==> config.mk <==
export PLATFORM = sky130hd
export DESIGN_NAME = threshold_histogram_counter_unit
export DESIGN_NICKNAME = d
export VERILOG_FILES = /design/src/sv/thc_pkg.sv /design/src/sv/thc_cell.sv /design/src/sv/threshold_histogram_counter_unit.sv
export SDC_FILE = /design/constraint.sdc
export NUM_CORES = 2
export LEC_CHECK = 0
export BUFFER_PORTS_ARGS = -buffer_cell sky130_fd_sc_hd__buf_2
export CORE_UTILIZATION = 55
export DETAILED_ROUTE_END_ITERATION = 8
export PLACE_DENSITY = 0.72
export SLEW_MARGIN = 20
export SYNTH_ARGS = -nofsm -noshare
export SYNTH_HDL_FRONTEND = slang
export SYNTH_SLANG_ARGS = --single-unit
==> constraint.sdc <==
create_clock -name clock -period 38.7 [get_ports clock]
set_clock_uncertainty 0.1 [all_clocks]
set_input_delay 7.74 -clock clock [delete_from_list [all_inputs] [get_ports clock]]
set_output_delay 7.74 -clock clock [all_outputs]
set_load 0.005 [all_outputs]
==> src/sv/thc_pkg.sv <==
package thc_pkg;

   localparam int BIN_COUNT_DEF = 8;
   localparam int BIN_W         = 3;
   localparam int SAMPLE_W      = 32;
   localparam int COUNT_W       = 32;
   localparam int TOTAL_W       = 64;
   localparam int CSR_INDEX_W   = 3;
   localparam int CSR_DATA_W    = 32;

   localparam logic [1:0] KIND_ADD    = 2'd0;
   localparam logic [1:0] KIND_REMOVE = 2'd1;
   localparam logic [1:0] KIND_CLEAR  = 2'd2;
   localparam logic [1:0] KIND_NONE   = 2'd3;

   localparam logic [COUNT_W-1:0] COUNT_MAX = '1;

   typedef struct packed {
      logic [1:0]                 kind;
      logic signed [SAMPLE_W-1:0] sample;
   } req_type;

   typedef struct packed {
      logic [BIN_W-1:0]          bin_index;
      logic [COUNT_W-1:0]        bin_count;
      logic signed [TOTAL_W-1:0] running_total;
      logic                      underflow;
   } rsp_type;

   typedef struct packed {
      logic                    write;
      logic [CSR_INDEX_W-1:0]  index;
      logic [CSR_DATA_W-1:0]   wdata;
   } csr_type;

   typedef struct packed {
      logic                       valid;
      logic [1:0]                 kind;
      logic signed [SAMPLE_W-1:0] sample;
      logic                       found;
      logic [BIN_W-1:0]           bin;
      logic [COUNT_W-1:0]         count;
      logic                       underflow;
   } token_type;

endpackage

==> src/sv/thc_cell.sv <==
module thc_cell #(
   parameter int BIN_COUNT  = thc_pkg::BIN_COUNT_DEF,
   parameter int CELL_INDEX = 0
) (
   input  logic                clock,
   input  logic                reset,
   input  logic                advance,
   input  thc_pkg::csr_type    csr,
   input  thc_pkg::token_type  tok_i,
   output thc_pkg::token_type  tok_o
);

   logic                          hit;
   logic [thc_pkg::COUNT_W-1:0]   count_ff;
   logic [thc_pkg::COUNT_W-1:0]   count_in;
   thc_pkg::token_type            tok_ff;
   thc_pkg::token_type            tok_in;

   generate
      if (CELL_INDEX == BIN_COUNT - 1) begin : g_last
         assign hit = 1'b1;
      end else begin : g_limit
         logic signed [thc_pkg::SAMPLE_W-1:0] limit_ff;

         always_ff @(posedge clock) begin
            if (reset) begin
               limit_ff <= '0;
            end else if (csr.write && csr.index == thc_pkg::CSR_INDEX_W'(CELL_INDEX)) begin
               limit_ff <= csr.wdata[thc_pkg::SAMPLE_W-1:0];
            end
         end

         assign hit = tok_i.sample < limit_ff;
      end
   endgenerate

   always_comb begin
      tok_in   = tok_i;
      count_in = count_ff;
      if (tok_i.valid) begin
         if (tok_i.kind == thc_pkg::KIND_CLEAR) begin
            count_in = '0;
            if (!tok_i.found) begin
               tok_in.found     = 1'b1;
               tok_in.bin       = '0;
               tok_in.count     = '0;
               tok_in.underflow = 1'b0;
            end
         end else if (!tok_i.found && hit) begin
            tok_in.found     = 1'b1;
            tok_in.bin       = thc_pkg::BIN_W'(CELL_INDEX);
            tok_in.underflow = 1'b0;
            if (tok_i.kind == thc_pkg::KIND_ADD) begin
               if (count_ff != thc_pkg::COUNT_MAX) begin
                  count_in = count_ff + 1'b1;
               end
            end else if (count_ff == '0) begin
               tok_in.underflow = 1'b1;
            end else begin
               count_in = count_ff - 1'b1;
            end
            tok_in.count = count_in;
         end
      end
   end

   always_ff @(posedge clock) begin
      if (reset) begin
         tok_ff.valid <= 1'b0;
         count_ff     <= '0;
      end else if (advance) begin
         tok_ff   <= tok_in;
         count_ff <= count_in;
      end
   end

   assign tok_o = tok_ff;

endmodule

==> src/sv/threshold_histogram_counter_unit.sv <==
// Channel   Direction  Payload             Handshake
// req_      in         thc_pkg::req_type   req_valid / req_stall
// rsp_      out        thc_pkg::rsp_type   rsp_valid / rsp_stall
// csr_      in         32-bit limit write  csr_write, csr_index, csr_wdata
//
// A beat passes the BIN_COUNT registered bin cells, then the rsp_ register; the chain
// shifts unless rsp_stall holds a waiting result, and otherwise sustains one beat per cycle.
// A beat that names the unused kind is accepted and gives no result.
// Reset is synchronous and clears every bin count, the total and all limits.
// When rsp_stall holds a waiting result, the whole chain freezes and req_stall rises.
module threshold_histogram_counter_unit #(
   parameter int BIN_COUNT = thc_pkg::BIN_COUNT_DEF
) (
   input  logic                               clock,
   input  logic                               reset,
   input  logic                               req_valid,
   output logic                               req_stall,
   input  thc_pkg::req_type                   req_data,
   output logic                               rsp_valid,
   input  logic                               rsp_stall,
   output thc_pkg::rsp_type                   rsp_data,
   input  logic                               csr_write,
   input  logic [thc_pkg::CSR_INDEX_W-1:0]    csr_index,
   input  logic [thc_pkg::CSR_DATA_W-1:0]     csr_wdata
);

   logic                                  advance;
   thc_pkg::csr_type                      csr;
   thc_pkg::token_type                    tok [0:BIN_COUNT];
   thc_pkg::token_type                    chain_out;
   logic signed [thc_pkg::TOTAL_W-1:0]    total_ff;
   logic signed [thc_pkg::TOTAL_W-1:0]    total_in;
   logic signed [thc_pkg::TOTAL_W:0]      sum_wide;
   logic                                  rsp_valid_ff;
   logic                                  rsp_valid_in;
   thc_pkg::rsp_type                      rsp_data_ff;
   thc_pkg::rsp_type                      rsp_data_in;

   assign advance   = !rsp_valid_ff || !rsp_stall;
   assign req_stall = !advance;

   assign csr.write = csr_write;
   assign csr.index = csr_index;
   assign csr.wdata = csr_wdata;

   always_comb begin
      tok[0]           = '0;
      tok[0].valid     = req_valid && req_data.kind != thc_pkg::KIND_NONE;
      tok[0].kind      = req_data.kind;
      tok[0].sample    = req_data.sample;
   end

   generate
      for (genvar i = 0; i < BIN_COUNT; i++) begin : g_cell
         thc_cell #(
            .BIN_COUNT  (BIN_COUNT),
            .CELL_INDEX (i)
         ) u_cell (
            .clock   (clock),
            .reset   (reset),
            .advance (advance),
            .csr     (csr),
            .tok_i   (tok[i]),
            .tok_o   (tok[i+1])
         );
      end
   endgenerate

   assign chain_out = tok[BIN_COUNT];

   assign sum_wide = {total_ff[thc_pkg::TOTAL_W-1], total_ff}
                   + {{(thc_pkg::TOTAL_W - thc_pkg::SAMPLE_W + 1){chain_out.sample[thc_pkg::SAMPLE_W-1]}},
                      chain_out.sample};

   always_comb begin
      total_in = total_ff;
      if (chain_out.valid) begin
         case (chain_out.kind)
            thc_pkg::KIND_ADD: begin
               if (sum_wide[thc_pkg::TOTAL_W] != sum_wide[thc_pkg::TOTAL_W-1]) begin
                  total_in = sum_wide[thc_pkg::TOTAL_W]
                           ? {1'b1, {(thc_pkg::TOTAL_W-1){1'b0}}}
                           : {1'b0, {(thc_pkg::TOTAL_W-1){1'b1}}};
               end else begin
                  total_in = sum_wide[thc_pkg::TOTAL_W-1:0];
               end
            end
            thc_pkg::KIND_CLEAR: total_in = '0;
            default:             total_in = total_ff;
         endcase
      end
   end

   always_comb begin
      rsp_valid_in              = chain_out.valid;
      rsp_data_in.bin_index     = chain_out.bin;
      rsp_data_in.bin_count     = chain_out.count;
      rsp_data_in.running_total = total_in;
      rsp_data_in.underflow     = chain_out.underflow;
   end

   always_ff @(posedge clock) begin
      if (reset) begin
         total_ff     <= '0;
         rsp_valid_ff <= 1'b0;
      end else if (advance) begin
         total_ff     <= total_in;
         rsp_valid_ff <= rsp_valid_in;
         rsp_data_ff  <= rsp_data_in;
      end
   end

   assign rsp_valid = rsp_valid_ff;
   assign rsp_data  = rsp_data_ff;

   a_token_found : assert property (@(posedge clock) disable iff (reset)
      chain_out.valid |-> chain_out.found)
      else $error("token left the chain without a bin");

   a_clear_total : assert property (@(posedge clock) disable iff (reset)
      (advance && chain_out.valid && chain_out.kind == thc_pkg::KIND_CLEAR) |=> total_ff == '0)
      else $error("total not zero after clear");

   a_underflow_count : assert property (@(posedge clock) disable iff (reset)
      (rsp_valid && rsp_data.underflow) |-> rsp_data.bin_count == '0)
      else $error("underflow with nonzero count");

   a_bin_range : assert property (@(posedge clock) disable iff (reset)
      rsp_valid |-> rsp_data.bin_index < thc_pkg::BIN_W'(BIN_COUNT - 1) ||
                    rsp_data.bin_index == thc_pkg::BIN_W'(BIN_COUNT - 1))
      else $error("bin index beyond bin count");

endmodule
Word-level counts from Yosys, hierarchy flattened
Index checks and enable logic that the tools add are counted.
Operators by class
  add/sub/neg operators: 17
  $mul: 0
  divide/modulo/power cells: 0
  $lt $le $gt $ge: 7
  equality and inequality tests: 26
  shifts and indexed selects: 0
  muxes and demuxes: 90
  bitwise operators: 3
  reductions and logical operators: 61
Operator list (count)
  $mux W32: 40
  $mux W37: 20
  $mux W36: 10
  $add A32 B1 Y32 const B: 8
  $logic_not A32 Y1: 8
  $ne A32 B32 Y1 const B: 8
  $sub A32 B1 Y32 const B: 8
  $lt A32 B32 Y1: 7
  $mux W64: 3
  $pmux W64 S2: 1
  $add A64 B32 Y65: 1
  $reduce_and A3 Y1: 8
  $eq A2 B2 Y1 const B: 9
  $logic_not A2 Y1: 9
  $mux W1: 16
  $logic_and A1 B1 Y1: 14
  $reduce_bool A2 Y1: 7
  $eq A3 B3 Y1 const B: 3
  $logic_not A1 Y1: 9
  $eq A3 B2 Y1 const B: 2
  $reduce_or A4 Y1: 1
  $eq A3 B1 Y1 const B: 1
  $logic_not A3 Y1: 1
  $not A1 Y1: 3
  other kinds (7): 7
Storage, ports and cells
  register bits: 1220
  bits in latches: 0
  RAM bits: 0
  ROM bits: 0
  input port bits: 74
  output and inout port bits: 102
  memories: 0

Depth between registers and ports, before layout
  word-level depth: 6
  mapped depth: 14
  depth with buffers taken out: 12

Hierarchy
From an unflattened synthesis, not the netlist that was laid out.
Unflattened totals
  cell total of the unflattened synthesis: 7628
  area, all modules: 69018.7 um^2
Modules (own cells, without submodules)
  thc_cell (g_cell[5].u_cell ...): times used 2, cells each 865, area each 7656.1 um^2, sequential area each 3433.3 um^2
  threshold_histogram_counter_unit: times used 1, cells each 1108, area each 10073.4 um^2, sequential area each 4304.1 um^2
  thc_cell (g_cell[4].u_cell): times used 1, cells each 864, area each 7714.9 um^2, sequential area each 3433.3 um^2
  thc_cell (g_cell[0].u_cell): times used 1, cells each 838, area each 7599.8 um^2, sequential area each 3433.3 um^2
  thc_cell (g_cell[2].u_cell): times used 1, cells each 817, area each 7547.2 um^2, sequential area each 3433.3 um^2
  thc_cell (g_cell[1].u_cell): times used 1, cells each 817, area each 7537.2 um^2, sequential area each 3433.3 um^2
  thc_cell (g_cell[3].u_cell): times used 1, cells each 839, area each 7475.9 um^2, sequential area each 3433.3 um^2
  thc_cell (g_cell[7].u_cell): times used 1, cells each 615, area each 5758.0 um^2, sequential area each 2792.7 um^2

Worst setup path after synthesis
Ideal clock, no wire load.
  path type: in2reg
  start: input port reset
  end: register total_ff[36] in the netlist's numbering
  setup time: 0.123 ns
  data arrival time: 26.448 ns
  required time: 38.477 ns
  setup slack: 12.029 ns
  stages: 7
  buffers on the path: 1
  path through: clkbuf_1 > inv_1 > nand2_1 > clkinv_1 > o211ai_1 > nor2_1 > a221o_1
RTL lines
  from (decl): line threshold_histogram_counter_unit.sv:15  | input logic reset,
  to (signal assigned): line threshold_histogram_counter_unit.sv:107  | total_ff <= total_in;
  to (decl): line threshold_histogram_counter_unit.sv:31  | logic signed [thc_pkg::TOTAL_W-1:0] total_ff;

Worst setup path after layout
  start: input port rsp_stall
  end: output port req_stall
Between the ends
  longest elaborated chain between the ends: 3
RTL lines
  from (decl): line threshold_histogram_counter_unit.sv:20  | input logic rsp_stall,
  $logic_not A1 Y1: line threshold_histogram_counter_unit.sv:39  | assign advance = !rsp_valid_ff || !rsp_stall;
  $logic_or A1 B1 Y1: line threshold_histogram_counter_unit.sv:39
  $logic_not A1 Y1: line threshold_histogram_counter_unit.sv:40  | assign req_stall = !advance;
  to (decl): line threshold_histogram_counter_unit.sv:17  | output logic req_stall,
No other way between the ends.

==> metrics.txt <==
Final Hold Viols 0; RD Place Congestion 0.972; outcome complete, no violations; Iteration-0 DRC Markers 5152; most common cell after layout, fill and taps aside nand2_1; gr usage total 30.0%; post-route ant nets 0; RSZ-0062 raised after global routing no; Max VDD drop 0.0583 mV; Final Max Slew Viols 0; Rows 127; Sinks on Clock Net 1213; Synth Area per Inst 9.06 sq um; XOR/XNOR Fraction of Synth Area 3.37%; simple-gate area share of the yosys netlist 19.1%; Synth Register Bits 1213; H-tree Lvls 4; Max Freq 58.9 MHz; fin cells 9046; Die Wd 351 um; Layout Nets 7701; Placed Cells 8799; vias per cell 6.23; highest-count cells in the layout ignoring fill and taps nand2_1, edfxtp_1, a21oi_1; WP data required 30.86 ns; first-pass GRT wire length 295 mm; Worst EP arrival 9.13 ns; total number of vias 56.3k; mux share of post-synthesis cell area 1.07%; Static Leak 26.7 nW; Compound-Gate Fraction of Synth Area 19.6%; Remaining DRCs 0; min cycle time layout 16.97 ns; layout cell share with drive strength beyond 1 9.00%; Synth Area in Adders 5.71%; Fill cells 10.3k; Die Ht 351 um; Critical Path Fanout Max 50; synth warn 0; post-synthesis sequential area ratio 46.0%; Core Area 0.120 sq mm; CTS tree done; Final Hold Slack 0.313 ns; largest family of logic cells by synthesized area compound AO/OA/AOI/OAI gates; Setup CP Type in -> out; clock-pin slew on the worst setup and hold paths 0.06 ns; total grt overflow 0; Routed wire per std cell 20.8 um; Slew HR 23.7%; max cap viols 0; Synth cell types 118; Starting Density 55.7%; Post-Syn Instances 7414; CP startpoint kind input pin; Setup WS pre-CTS 21.78 ns; worst min-delay path class reg -> reg; largest net degree at the start of global routing 149; die area 0.123 sq mm; FF-to-FF Start g_cell[7].u_cell.tok_o[37]; Final setup viols 0; Num CTS Buffers 132; cts hold-fix bufs 0; r2r endpoint rsp_data[61]; worst reg2reg path depth 12; Worst-Skew Late Latency 0.79 ns; share of flip-flops with an asynchronous set or reset 0%; Slew @ Worst Pin 1.14 ns; setup repair bufs after CTS 0; total power 3.70 mW; num ports 176; Clock Path Buffers 3; Resize count post-CTS 0; final period utilization 43.9%; number of synthesized flops with an enable pin 660; Post-Syn Nets 7794; crit end category output pin; Primary FF master, synth edfxtp_1; area grow syn2layout 9.41%; clock root buffer clkbuf_16; Post-Route WL 188 mm; Final WS setup 21.73 ns; Post-DP HPWL 133 mm; power per standard cell area 50.4 mW/mm^2; TritonRoute pass-1 iters 7; I/O Buffers 175; mapped cell area 0.0671 sq mm; initial antenna violation count 4; end of the critical path req_stall; vias in the first global route 52.7k; FF-to-FF setup slack 33.68 ns; setup_tns 0 ns; crit path from rsp_stall
[power by group]
group	switching (mW)	total [mW]	internal, mW
combinational	0.556	0.874	0.318
clock	0.547	1.31	0.761
sequential	0.0720	1.52	1.45
total	1.17	3.70	2.52
[state kept, by name (all words and copies together) (netlist names)]
| register | flops |
|---|---|
| g_cell.u_cell.tok_o | 568 |
| g_cell.u_cell.count_ff | 256 |
| g_cell.u_cell.g_limit.limit_ff | 224 |
| rsp_data | 100 |
| total_ff | 64 |
| rsp_valid | 1 |
[how the worst min path moves through the flow]
stage / startpoint / to / slack [ns] / depth (start not counted)
finish: g_cell[7].u_cell.tok_o[14] / rsp_data[78] / 0.31 / 0
global route: g_cell[7].u_cell.tok_o[14] / rsp_data[78] / 0.32 / 0
CTS: g_cell[6].u_cell.tok_o[50] / g_cell[7].u_cell.tok_o[50] / 0.31 / 0
detailed placement: g_cell[7].u_cell.tok_o[5] / rsp_data[69] / 0.30 / 0
global placement: g_cell[7].u_cell.tok_o[10] / rsp_data[74] / 0.30 / 0
floorplan: g_cell[6].u_cell.tok_o[37] / g_cell[7].u_cell.tok_o[37] / 0.30 / 0
[per-stage QoR]
stage / utilization [%] / instance area [sq um]
after global placement: 57.2 / 68900
after detailed placement: 57.2 / 68900
after floorplan: - / 67100
final: 61.0 / 73500
after CTS: 61.0 / 73400
after global routing: 61.0 / 73500
[worst max-delay path: stages]
cell and delay, ns:
buf_2 0.10, nand2_2 0.06, buf_4 0.62, clkinv_1 0.32, buf_2 0.21
[cell type report]
cell class / instances / area, sq um / area share [%]
clock buffer: 171 / 3630 / 4.95
antenna: 2 / 5.00 / 0.00681
inverter: 398 / 1500 / 2.04
tap: 1612 / 2020 / 2.75
clock inverter: 74 / 885 / 1.20
timing repair buffer: 261 / 1540 / 2.10
multi-input combinational: 5315 / 33000 / 44.9
sequential: 1213 / 30900 / 42.1
[cell usage after synthesis (37+ instances only)]
cell type  instances  area share (%)
xnor2_1          156             2.0
dfxtp_1          553              16
nor3_1           195             1.5
o211ai_1          88            0.98
or4_1             55            0.61
edfxtp_1         660              30
o21a_1            38            0.42
o31ai_1           38            0.42
a22o_1            47            0.61
a31oi_1           69            0.64
nor2b_1           52            0.48
ha_1             305             5.7
buf_2             39            0.29
clkbuf_1         418             2.3
and2_1            56            0.52
xor2_1           102             1.3
a211oi_1          43            0.48
o2bb2ai_1         71            0.93
nor4_1           116             1.1
or3_1             84            0.78
nor2_1           407             2.3
a21oi_1          625             4.7
mux2i_1           37            0.55
inv_1            395             2.2
nand4_1          129             1.2
a21o_1           127             1.4
and3_1            77            0.72
or2_2             42            0.39
nand2_1         1084             6.1
o21ai_0          412             3.1
nand3_1          236             1.8
nand2b_1          45            0.42
[per-layer routing]
layer / vias to the layer above / GRT usage (%) / wire length, um
met5: - / 0 / 12
met2: 2246 / 48.8 / 87000
met4: 2 / 13.5 / 8220
met3: 428 / 3.76 / 12600
li1: 26900 / - / -
met1: 26700 / 40.0 / 80300
[logic make-up after synthesis]
kind of cell,count (synthesis)
XOR/XNOR,258
adder cells (fa/ha/maj),306
AND/OR/NAND/NOR,2677
flip-flops,1213
multiplexers,68
AO/OA/AOI/OAI,2006
buffers and inverters,886
Power figures use the tool's default switching activity.
